==> config.mk <==
export PLATFORM = sky130hd
export DESIGN_NAME = tvacs_out_fifo
export DESIGN_NICKNAME = d
export VERILOG_FILES = /design/src/rtl/assert_macros.svh /design/src/rtl/tvacs_pkg.sv /design/src/rtl/tvacs_out_fifo.sv
export SDC_FILE = /design/constraint.sdc
export NUM_CORES = 1
export LEC_CHECK = 0
export ABC_AREA = 1
export BUFFER_PORTS_ARGS = -buffer_cell sky130_fd_sc_hd__buf_2
export CAP_MARGIN = 25
export CELL_PAD_IN_SITES_DETAIL_PLACEMENT = 1
export CELL_PAD_IN_SITES_GLOBAL_PLACEMENT = 2
export CORE_MARGIN = 10
export CORE_UTILIZATION = 42
export DETAILED_ROUTE_END_ITERATION = 10
export PLACE_DENSITY = 0.95
export SYNTH_ARGS = -nofsm -noshare
export SYNTH_HDL_FRONTEND = slang
export SYNTH_SLANG_ARGS = --single-unit
==> constraint.sdc <==
create_clock -name aclk -period 4.46 [get_ports aclk]
set_input_delay 0.892 -clock aclk [delete_from_list [all_inputs] [get_ports aclk]]
set_output_delay 0.892 -clock aclk [all_outputs]
set_load 0.005 [all_outputs]
==> src/rtl/assert_macros.svh <==
// assertion macros used by the top level of the three-view scanner
// no dependencies; define SYNTH to compile the checks away
`ifndef ASSERT_MACROS_SVH
`define ASSERT_MACROS_SVH
`ifndef SYNTH
// property that holds at every edge out of reset
`define ASSERT_ALWAYS(label, clk, rstn, prop) \
    label: assert property (@(posedge clk) disable iff (!rstn) (prop)) \
        else $error("assertion failed");
// same-cycle implication
`define ASSERT_IMPL(label, clk, rstn, ante, cons) \
    label: assert property (@(posedge clk) disable iff (!rstn) (ante) |-> (cons)) \
        else $error("assertion failed");
// next-cycle implication
`define ASSERT_NEXT(label, clk, rstn, ante, cons) \
    label: assert property (@(posedge clk) disable iff (!rstn) (ante) |=> (cons)) \
        else $error("assertion failed");
`else
`define ASSERT_ALWAYS(label, clk, rstn, prop)
`define ASSERT_IMPL(label, clk, rstn, ante, cons)
`define ASSERT_NEXT(label, clk, rstn, ante, cons)
`endif
`endif

==> src/rtl/tvacs_pkg.sv <==
// shared constants, types and helpers of the three-view scanner
// no dependencies
`default_nettype none

package tvacs_pkg;

    localparam int MAX_STATES        = 4096;
    localparam int MAX_PATTERN_COUNT = 1024;
    localparam int ALPHABET          = 256;

    localparam int STATE_W   = $clog2(MAX_STATES);
    localparam int PAT_W     = $clog2(MAX_PATTERN_COUNT);
    localparam int SYM_W     = $clog2(ALPHABET);
    localparam int TRANS_AW  = STATE_W + SYM_W;
    localparam int TRANS_DEPTH = MAX_STATES * ALPHABET;

    // walkers
    localparam int VIEWS       = 3;
    localparam int VIEW_FULL   = 0;
    localparam int VIEW_LETTER = 1;
    localparam int VIEW_OTHER  = 2;

    // result queue
    localparam int OUT_DEPTH = 8;
    localparam int OUT_AW    = $clog2(OUT_DEPTH);
    localparam int OUT_CNT_W = $clog2(OUT_DEPTH + 1);

    typedef enum logic [1:0] {
        MODE_TRANS = 2'd0,
        MODE_MATCH = 2'd1,
        MODE_SCAN  = 2'd2
    } mode_t;

    typedef enum logic [1:0] {
        RC_CLEAN  = 2'd0,
        RC_LETTER = 2'd1,
        RC_OTHER  = 2'd2,
        RC_FULL   = 2'd3
    } result_code_t;

    typedef struct packed {
        logic               flag;
        logic [PAT_W-1:0]   pattern;
    } match_entry_t;

    typedef struct packed {
        logic                en;
        logic [TRANS_AW-1:0] addr;
        logic [STATE_W-1:0]  data;
    } trans_wr_t;

    typedef struct packed {
        logic                en;
        logic [TRANS_AW-1:0] addr;
    } trans_rd_t;

    typedef struct packed {
        logic               en;
        logic [STATE_W-1:0] addr;
        match_entry_t       entry;
    } match_wr_t;

    typedef struct packed {
        logic               en;
        logic [STATE_W-1:0] addr;
    } match_rd_t;

    typedef struct packed {
        result_code_t     code;
        logic [PAT_W-1:0] pattern;
    } result_t;

    function automatic logic is_letter(input logic [SYM_W-1:0] c);
        logic [SYM_W-1:0] low;
        low = c | SYM_W'(8'h20);
        return (low >= SYM_W'(8'h61)) && (low <= SYM_W'(8'h7a));
    endfunction

endpackage

`default_nettype wire

==> src/rtl/tvacs_out_fifo.sv <==
// small result queue in flops, drives the result channel
// depends on tvacs_pkg
`default_nettype none

module tvacs_out_fifo (
    input  wire logic                  aclk,
    input  wire logic                  aresetn,
    input  wire logic                  push,
    input  wire tvacs_pkg::result_t    push_data,
    input  wire logic                  pop,
    output logic                       out_valid,
    output tvacs_pkg::result_t         out_data
);
    import tvacs_pkg::*;

    result_t               slot_reg [OUT_DEPTH];
    logic [OUT_AW-1:0]     wr_ptr_reg, wr_ptr_next;
    logic [OUT_AW-1:0]     rd_ptr_reg, rd_ptr_next;
    logic [OUT_CNT_W-1:0]  count_reg, count_next;
    logic                  do_pop;

    assign out_valid = (count_reg != '0);
    assign out_data  = slot_reg[rd_ptr_reg];
    assign do_pop    = pop && out_valid;

    always_comb begin
        wr_ptr_next = push   ? wr_ptr_reg + 1'b1 : wr_ptr_reg;
        rd_ptr_next = do_pop ? rd_ptr_reg + 1'b1 : rd_ptr_reg;
        count_next  = count_reg + OUT_CNT_W'(push) - OUT_CNT_W'(do_pop);
    end

    always_ff @(posedge aclk) begin
        if (!aresetn) begin
            wr_ptr_reg <= '0;
            rd_ptr_reg <= '0;
            count_reg  <= '0;
        end else begin
            wr_ptr_reg <= wr_ptr_next;
            rd_ptr_reg <= rd_ptr_next;
            count_reg  <= count_next;
        end
    end

    always_ff @(posedge aclk) begin
        if (push) begin
            slot_reg[wr_ptr_reg] <= push_data;
        end
    end

endmodule

`default_nettype wire

==> metrics.yaml, run 1 <==
viasPerCell: 4.827
drt-initial-drc-count: 170
critical_path_class: "reg2out"
max_stage_delay_ns: 0.65
hold_end: "rd_ptr_reg[2]$_SDFFE_PN0P_"
tightest_slew_ns: 0.8391
clockRootBuffer: "clkbuf_16"
die_y_um: 127.0
wl_per_cell_um: 15.77
synth_common_cells: "nand2_1, inv_1, edfxtp_1"
ir_drop_v: 0.0002683
clk_path_buf_depth: 2
synth_top_area_share_pct: 59.92
multiInputGateArea_um2: 1144
fmax_mhz: 338.5
rsz0062_at_grt: "no"
place_congestion: 0.7394
p_leak_nw: 2.500
pin_count: 29
regToRegSetupSlack_ns: 2.38
die_w_um: 127.0
crit_buf_inv: 3
yosysMostFrequentCell: "nand2_1"
antenna_found_initial: 0
cts_sinks: 109
grt_pass1_wl_mm: 17.75
cp_max_fo: 25
min_from: "rd_ptr_reg[2]$_SDFFE_PN0P_"
syn_inst: 504
wirelength_mm: 10.77
critPathRequiredTime_ns: 3.57
start_util_pct: 42.50
wl_met2_mm: 5.614
yosysTopAreaCell: "edfxtp_1"
ctsHoldBuffers: 0
seq_area_frac_synth_pct: 65.33
cts_tree: "done"
synth_area_um2: 4811
area_growth_pct: 11.86
hold_viol: 0
dieArea_um2: 16140
coreArea_um2: 11320
power_mw: 2.531
synthTopCellsByArea: "edfxtp_1, nand2_1, inv_1"
holdPathStages: 2
crit_arrival_ns: 2.06
grt_pass1_vias: 3572
grt_use_total_pct: 13.88
htree_levels: 3
critical_path.slowest_cell: "inv_1"
maxCapViolations: 0
powerDensity_nw_per_um2: 470.4
vias: 3297
grt_start_max_net_pins: 49
clock_latency_ns: 0.34
rr_startpoint: "count_reg[2]$_SDFF_PN0_"
timing.rr.end: "count_reg[2]$_SDFF_PN0_"
dr_wl_met3_um: 328
place_hpwl_mm: 7.296
drc: 0
finClkSkew_ns: 0.009019
setup_viol: 0
min_path_type: "reg2reg"
num_rows: 39
syn_nets: 527
numCtsBuffers: 9
grt_overflow: 0
clk_transition_reported_paths_ns: 0.06
max-slew-margin-rel_pct: 44.00
critPathTopFamily: "buffers and inverters"
seq_area_um2: 3143
drtAntennaViolNets: 0
antenna_cells: 0
fill_cells: 1335
portBuffers: 28
yosys_register_bits: 109
largest_reg_flops: 96
period_share_pct: 66.24
rr_worst_depth: 10
start_kind: "register"
synth_async_sr_flop_share_pct: 0
crit_chain: "buf_4 -> inv_1 -> nand3_1 -> nand2_1 -> nand2_1 -> nand2_1 -> buf_2"
period_needed_ns: 2.954
cts_setup_buffers: 0
path_common_cell: "nand2_1"
routed.top_layer: "met4"
post_cts_resized: 0
avgSynthCellArea_um2: 9.545
worstSetupEndpointType: "output port"
tns_ns: 0
dr.pass1.iters: 4
slew_viol_final: 0
wl_met1_mm: 4.719
synth_cell_type_count: 16
ys_warn_count: 0
synth_edf_count: 96
outcome: "finished, final reports clean"
fin_nets: 558
drive_above_1_share_pct: 9.815
ys.flop_type: "edfxtp_1"
==> cell type report <==
class | instances | share of cell area, %
Clock inverter | 4 | 0.4650
Timing Repair Buffer | 38 | 4.208
Sequential cell | 109 | 58.40
Clock buffer | 12 | 4.394
Multi-Input combinational cell | 263 | 21.25
Inverter | 114 | 7.952
Tap cell | 143 | 3.325
==> worst max path at each step <==
stage / start / endpoint / slack (ns) / cells after the start
CTS: register / out_data[6] / 1.45 / 7
global placement: push / slot_reg[0][8]$_DFFE_PP_ / 1.65 / 4
floorplan: push / slot_reg[4][0]$_DFFE_PP_ / 2.29 / 3
finish: register / out_data[10] / 1.51 / 7
global route: register / out_data[4] / 1.33 / 7
detailed placement: push / slot_reg[4][9]$_DFFE_PP_ / 1.65 / 4
==> stage by stage <==
step / worst slack [ns] / hold WS (ns) / cells / area (um2) / util, %
finish: 1.506 / 0.5135 / 683 / 5381 / 47.54
global route: 1.333 / 0.5449 / 683 / 5381 / 47.54
CTS: 1.454 / 0.5192 / 681 / 5359 / 47.34
detailed placement: 1.650 / 0.4971 / 665 / 5097 / 45.03
global placement: 1.649 / 0.4792 / 663 / 5079 / 44.86
floorplan: 2.290 / 0.4645 / 504 / 4811 / -
==> kinds of logic after synthesis <==
kind of cell | count (synthesis) | share of synthesized area, %
AOI/OAI and AO/OA | 12 | 1.248
adders and majority gates | 7 | 1.977
buffers and inverters | 132 | 10.90
DFF | 109 | 65.33
and+or+nand+nor | 244 | 20.55
==> routing by layer <==
layer  GRT usage (%)  vias to the layer above
met2           24.57                       44
met3           3.019                        7
met1           16.49                     1628
met4           4.086                        0
met5               0                        -
li1                -                     1618
==> worst reg2reg max path: stages, from the launching register on <==
cell     delay (ns)
dfxtp_1        0.31
inv_1          0.06
ha_1           0.19
nand3_1        0.22
nand3_1        0.18
o21ai_0        0.14
ha_1           0.21
inv_1          0.06
fa_1           0.38
o21ai_0        0.19
a21oi_1        0.05
==> power breakdown <==
part / switching (mW) / leakage (nW) / internal (mW) / total, mW
Combinational: 0.415 / 1.40 / 0.219 / 0.634
Sequential: 0.0233 / 0.979 / 1.16 / 1.18
Clock: 0.338 / 0.124 / 0.378 / 0.715
==> cell usage in the layout (no fill, tap or decap), drive strengths merged <==
master / Yosys / final
inv: 114 / 114
clkinvlp: 0 / 1
nor2: 17 / 17
nand3: 54 / 54
a21oi: 8 / 8
clkinv: 0 / 3
or2: 2 / 2
o21ai: 4 / 4
nand2: 171 / 171
edfxtp: 96 / 96
dfxtp: 13 / 13
clkbuf: 4 / 12
buf: 14 / 38
ha: 6 / 6
fa: 1 / 1
Power figures use the tool's default switching activity.
==> run 2, diff against run 1 <==
--- a/config.mk
+++ b/config.mk
@@ -11,9 +11,9 @@
 export CELL_PAD_IN_SITES_DETAIL_PLACEMENT = 1
 export CELL_PAD_IN_SITES_GLOBAL_PLACEMENT = 2
 export CORE_MARGIN = 10
-export CORE_UTILIZATION = 42
+export CORE_UTILIZATION = 35
 export DETAILED_ROUTE_END_ITERATION = 10
-export PLACE_DENSITY = 0.95
+export PLACE_DENSITY = 0.87
 export SYNTH_ARGS = -nofsm -noshare
 export SYNTH_HDL_FRONTEND = slang
 export SYNTH_SLANG_ARGS = --single-unit
==> constraint.sdc (replaced) <==
create_clock -name aclk -period 2.5 [get_ports aclk]
set_input_delay 0.5 -clock aclk [delete_from_list [all_inputs] [get_ports aclk]]
set_output_delay 0.5 -clock aclk [all_outputs]
set_load 0.005 [all_outputs]
==> run 2 against run 1 <==
  * First-iteration DRC count grew 0.59%
  * Critical endpoint is now out_data[9]
  * Wire length rose by 0.86%
  * Largest power group unchanged
  * Sequential share of layout area fell by 0.99 points
  * Largest cell class unchanged
  * Via count is 1.6% lower
==> metrics.yaml, run 2 (synthesis gave the netlist of run 1 again) <==
powerDensity_nw_per_um2: 845.6  # +80%
period_needed_ns: 2.157
cts_tree: "done"
grt_overflow: 0  # unchanged
p_int_mw: 3.250  # +85%
numCtsBuffers: 9  # unchanged
portBuffers: 28  # unchanged
drive_above_1_share_pct: 10.50  # +0.68 points
critPathRequiredTime_ns: 2.00  # -1.57 ns
grtUsageMet1_pct: 13.65  # -2.8 points
clockRootBuffer: "clkbuf_16"
vias: 3245  # -1.6%
regToRegSetupSlack_ns: 0.47  # -1.91 ns
holdPathStages: 1  # -1
holdWs_ns: 0.4190  # -0.09446 ns
area_growth_pct: 13.78
p_leak_nw: 2.529  # +1.1%
rr_startpoint: "count_reg[2]$_SDFF_PN0_"
period_share_pct: 86.30
start_kind: "register"
grt_start_max_net_pins: 33  # -33%
grt_use_total_pct: 12.16  # -1.7 points
dpl.cell_count: 704  # +5.9%
power_frac_seq_pct: 45.5  # -1.2 points
viasPerCell: 4.513  # -6.5%
met3_usage_pct: 2.877  # -0.14 points
wl_per_cell_um: 15.11  # -4.2%
clk_path_buf_depth: 2  # unchanged
htree_levels: 3  # unchanged
fin_cells: 719  # +5.3%
drtAntennaViolNets: 0  # unchanged
post_cts_resized: 0  # unchanged
dr.pass1.iters: 4  # unchanged
mostFrequentLayoutCells: "nand2_1, inv_1, edfxtp_1"
min_from: "push_data[6]"
antenna_cells: 0  # unchanged
outcome: "finished, final reports clean"
p_switching_mw: 1.379  # +78%
fin_nets: 562  # +0.72%
cp_max_fo: 32  # +28%
coreArea_um2: 13350  # +18%
slew_viol_final: 0  # unchanged
grt_use_met2_pct: 21.76  # -2.8 points
grt_pass1_wl_mm: 17.28  # -2.6%
clk_transition_reported_paths_ns: 0.07  # about the same
mostFrequentLayoutCell: "nand2_1"
switching_share_pct: 29.79  # -0.85 points
p_clk_share_pct: 29.5  # +1.2 points
finClkSkew_ns: 0.005284  # -0.003735 ns
cts_sinks: 109  # unchanged
tightest_slew_ns: 0.5895  # -0.2496 ns
setup_viol: 0  # unchanged
hold_viol: 0  # unchanged
fill_cells: 1540  # +15%
drt-initial-drc-count: 171  # +0.59%
pin_count: 29  # unchanged
worstSetupEndpointType: "output port"
critical_path_class: "reg2out"
drc: 0  # unchanged
num_rows: 42  # +7.7%
hold_end: "slot_reg[2][6]$_DFFE_PP_"
place_hpwl_mm: 7.058  # -3.3%
antenna_found_initial: 0  # unchanged
ctsHoldBuffers: 0  # unchanged
rr_worst_depth: 10  # unchanged
ir_drop_v: 0.0003729  # +39%
timing.rr.end: "count_reg[2]$_SDFF_PN0_"
power_mw: 4.629  # +83%
cts_setup_buffers: 0  # unchanged
max-slew-margin-rel_pct: 60.66  # +17 points
place_congestion: 0.7396  # about the same
p_comb_share_pct: 25.0  # about the same
largest_reg_flops: 96  # unchanged
dieArea_um2: 18830  # +17%
fmax_mhz: 463.5
rsz0062_at_grt: "no"
crit_arrival_ns: 1.66  # -0.40 ns
grt_pass1_vias: 3457  # -3.2%
maxCapViolations: 0  # unchanged
wirelength_mm: 10.86  # +0.86%
min_path_type: "in2reg"
busiest_layer: "met2"
tns_ns: 0  # unchanged
die_y_um: 137.2  # +8.0%
die_w_um: 137.2  # +8.0%
start_util_pct: 36.04  # -6.5 points
clock_latency_ns: 0.35  # about the same
## run 2: worst max path at each step
| stage | start | end | cells after the start |
|---|---|---|---|
| 6_report | register | out_data[9] | 8 |
| 5_1_grt | register | out_data[7] | 8 |
| 3_5_place_dp | count_reg[2]$_SDFF_PN0_ | count_reg[2]$_SDFF_PN0_ | 10 |
| 2_1_floorplan | count_reg[2]$_SDFF_PN0_ | count_reg[2]$_SDFF_PN0_ | 10 |
| 4_1_cts | register | out_data[3] | 8 |
| 3_3_place_gp | count_reg[2]$_SDFF_PN0_ | count_reg[2]$_SDFF_PN0_ | 10 |
## run 2: cell type report
cell class	instances	area (um2)	share of cell area (%)
Sequential cell	109	3143	57.42
Multi-Input combinational cell	263	1144	20.89
Inverter	114	427.9	7.817
Timing Repair Buffer	42	257.7	4.709
Clock buffer	10	229.0	4.183
Tap cell	176	220.2	4.023
Clock inverter	5	52.55	0.9600
## run 2: metal layers
layer  vias up  share of wire, %
met5         -                 0
met4         0               1.7
met3        15               4.5
li1       1628                 -
met1      1556                42
met2        46                51
## run 2: critical path: stages, from the launching register on
cell and delay (ns):
dfxtp_1 0.33, inv_2 0.26, buf_12 0.24, nand2_1 0.07
nand3_1 0.09, nand2_1 0.06, nand2_1 0.05, nand2_1 0.07
buf_2 0.13
## run 2: power groups by stage
stage	clock network (mW)	registers [mW]	logic [mW]
floorplan	0	2.14	0.803
global placement	0	2.14	1.13
detailed placement	0	2.15	1.19
CTS	1.41	2.11	1.19
global route	1.49	2.11	1.35
finish	1.37	2.11	1.16
## run 2: metrics by stage
step,worst slack [ns],area [um2],utilization [%]
3_3_place_gp,0.5590,5192,38.90
6_report,0.3425,5474,41.01
4_1_cts,0.3017,5474,41.01
5_1_grt,0.2077,5474,41.01
3_5_place_dp,0.4466,5192,38.90
2_1_floorplan,0.6530,4811,-
==> run 3, diff against run 2 <==
--- a/config.mk
+++ b/config.mk
@@ -5,13 +5,14 @@
 export SDC_FILE = /design/constraint.sdc
 export NUM_CORES = 1
 export LEC_CHECK = 0
-export ABC_AREA = 1
+export ABC_AREA = 0
 export BUFFER_PORTS_ARGS = -buffer_cell sky130_fd_sc_hd__buf_2
 export CAP_MARGIN = 25
 export CELL_PAD_IN_SITES_DETAIL_PLACEMENT = 1
 export CELL_PAD_IN_SITES_GLOBAL_PLACEMENT = 2
 export CORE_MARGIN = 10
-export CORE_UTILIZATION = 35
+export CORE_UTILIZATION = 42
+export CTS_CLUSTER_DIAMETER = 30
 export DETAILED_ROUTE_END_ITERATION = 10
 export PLACE_DENSITY = 0.87
 export SYNTH_ARGS = -nofsm -noshare
==> run 3 against run 2 <==
  * Die area decreased by 21%
  * Critical path depth is 4 lower
  * Global-route usage about the same
  * Final area shrank 8.3%
  * Highest routed layer unchanged
==> metrics.yaml, run 3 <==
crit_arrival_ns: 1.96  # +0.30 ns
drt-initial-drc-count: 138  # -19%
max-slew-margin-rel_pct: 57.44  # -3.2 points
grt_overflow: 0  # unchanged
synthTopCellsByArea: "edfxtp_1, mux4_1, dfxtp_1"
critPathTopFamily: "multiplexers"
pin_count: 29  # unchanged
ir_drop_v: 0.0003831  # +2.7%
critPathRequiredTime_ns: 2.00  # about the same
synth_top_family_by_area: "multiplexers"
clockRootBuffer: "clkbuf_8"
seq_area_frac_synth_pct: 72.14  # +6.8 points
rr_worst_depth: 9  # -1
p_leak_nw: 1.751  # -31%
synth_common_cells: "edfxtp_1, mux4_1, dfxtp_1"
numCtsBuffers: 9  # unchanged
die_y_um: 121.9  # -11%
start_util_pct: 42.58  # +6.5 points
finClkSkew_ns: 0.007059  # +0.001775 ns
synth_async_sr_flop_share_pct: 0  # unchanged
ctsHoldBuffers: 0  # unchanged
synth_cell_type_count: 25  # +9
avgSynthCellArea_um2: 20.65  # +120%
place_hpwl_mm: 5.684  # -19%
setup_viol: 0  # unchanged
cp_max_fo: 6  # -81%
grt_pass1_vias: 2207  # -36%
synthAdderAreaFrac_pct: 2.183  # +0.21 points
viasPerCell: 5.174  # +15%
synthMuxAreaShare_pct: 19.39  # +19 points
grt_use_total_pct: 12.13  # -0.023 points
syn_inst: 211  # -58%
crit_chain: "clkbuf_16 -> mux4_1 -> mux2_2 -> buf_2"
antenna_cells: 0  # unchanged
outcome: "finished, final reports clean"
grt_pass1_wl_mm: 13.25  # -23%
fill_cells: 951  # -38%
tightest_slew_ns: 0.6349  # +0.04538 ns
clock_latency_ns: 0.36  # about the same
yosys_register_bits: 109  # unchanged
slew_viol_final: 0  # unchanged
hold_viol: 0  # unchanged
grt_start_max_net_pins: 25  # -24%
wl_per_cell_um: 21.94  # +45%
period_needed_ns: 2.457  # +0.2993 ns
rr_startpoint: "count_reg[2]$_SDFF_PN0_"
holdWs_ns: 0.4048  # -0.01423 ns
hold_end: "slot_reg[7][0]$_DFFE_PP_"
crit_buf_inv: 2  # -1
synthSimpleGateAreaFrac_pct: 3.791  # -17 points
fmax_mhz: 407.0  # -12%
portBuffers: 28  # unchanged
syn_nets: 234  # -56%
drc: 0  # unchanged
coreArea_um2: 10230  # -23%
wirelength_mm: 8.842  # -19%
htree_levels: 3  # unchanged
clk_transition_reported_paths_ns: 0.10  # +0.03 ns
antenna_found_initial: 0  # unchanged
fin_nets: 285  # -49%
synth_area_um2: 4357  # -9.4%
place_congestion: 0.6933  # -6.3%
worstSetupEndpointType: "output port"
synth_edf_count: 96  # unchanged
timing.rr.end: "count_reg[3]$_SDFF_PN0_"
holdPathStages: 1  # unchanged
ys.flop_type: "edfxtp_1"
period_share_pct: 98.27  # +12 points
drive_above_1_share_pct: 32.58  # +22 points
final_area_um2: 5019  # -8.3%
synth_compound_area_share_pct: 0.2872  # -0.96 points
cts_sinks: 109  # unchanged
dieArea_um2: 14850  # -21%
min_path_type: "in2reg"
num_rows: 37  # -12%
regToRegSetupSlack_ns: 0.45  # -0.02 ns
drtAntennaViolNets: 0  # unchanged
cts_tree: "done"
synth_top_area_share_pct: 66.17  # +6.2 points
die_w_um: 121.9  # -11%
yosysMostFrequentCell: "edfxtp_1"
critical_path.slowest_cell: "mux4_1"
synth_xor_area_share_pct: 0.6031  # +0.60 points
vias: 2085  # -36%
largest_reg_flops: 96  # unchanged
dr.pass1.iters: 4  # unchanged
mostFrequentLayoutCells: "edfxtp_1, buf_2, mux4_1"
max_stage_delay_ns: 0.56  # +0.23 ns
area_growth_pct: 15.19
rsz0062_at_grt: "yes"
min_from: "push_data[0]"
ys_warn_count: 0  # unchanged
maxCapViolations: 0  # unchanged
clk_path_buf_depth: 2  # unchanged
powerDensity_nw_per_um2: 797.2  # -5.7%
mostFrequentLayoutCell: "edfxtp_1"
placed_cell_area_um2: 4770  # -8.1%
cts_setup_buffers: 0  # unchanged
critical_path_class: "reg2out"
yosysTopAreaCell: "edfxtp_1"
start_kind: "register"
run 3: cell type report:
| cell class | count | area [um2] | share of cell area [%] |
|---|---|---|---|
| flip-flops and latches | 109 | 3147 | 62.70 |
| multi-input cells | 90 | 1142 | 22.76 |
| repair buffers | 48 | 340.3 | 6.781 |
| well taps | 136 | 170.2 | 3.391 |
| clock buffers | 9 | 123.9 | 2.468 |
| clock inverters | 7 | 80.08 | 1.596 |
| inverters | 4 | 15.01 | 0.2992 |
run 3: worst max-delay path by stage:
stage                                       start                      end  slack [ns]  cells after the start
after floorplan           count_reg[2]$_SDFF_PN0_  count_reg[3]$_SDFF_PN0_        0.41                      9
after detailed placement                 register             out_data[11]        0.41                      4
after global placement    count_reg[2]$_SDFF_PN0_  count_reg[3]$_SDFF_PN0_        0.46                      9
after global routing                     register             out_data[10]       -0.02                      4
final                                    register             out_data[10]        0.04                      4
after CTS                                register              out_data[5]       0.009                      4
run 3: layer usage:
| layer | routed length, um | part of all wire (%) | track usage (%) | up-vias |
|---|---|---|---|---|
| met3 | 318 | 3.6 | 3.423 | 7 |
| met5 | 0 | 0 | 0 | - |
| met4 | 87 | 0.98 | 3.577 | 0 |
| met1 | 3925 | 44 | 14.83 | 1091 |
| li1 | - | - | - | 949 |
| met2 | 4511 | 51 | 20.49 | 38 |
run 3: per-stage QoR:
| step | setup slack (ns) | std cells | TNS (ns) | power [mW] | util [%] |
|---|---|---|---|---|---|
| detailed placement | 0.4113 | 385 | 0 | 2.917 | 46.62 |
| CTS | 0.008821 | 402 | 0 | 4.032 | 48.92 |
| floorplan | 0.4078 | 211 | 0 | 2.653 | - |
| finish | 0.04330 | 403 | 0 | 4.001 | 49.05 |
| global placement | 0.4629 | 385 | 0 | 2.880 | 46.62 |
| global route | -0.02385 | 403 | -0.08351 | 4.203 | 49.05 |
run 3: cell families after synthesis:
kind of cell / after synthesis
adders and majority gates: 7
buffers and inverters: 12
AOI/OAI and AO/OA: 2
and+or+nand+nor: 33
xor gates and xnor gates: 3
muxes: 45
DFF: 109
run 3: power breakdown:
part           internal [mW]  total (mW)  switching, mW
Clock                  0.478        1.09          0.608
Combinational          0.439       0.793          0.353
Sequential              2.07        2.12         0.0543
Total                   2.98        4.00           1.02
run 3: what timing repair did:
action | CTS | global route
endpoints found under the hold margin | 0 | 0
endpoints found under the setup margin | 2 | 7
gates cloned | 1 | 1
gates resized for setup | 3 | 3
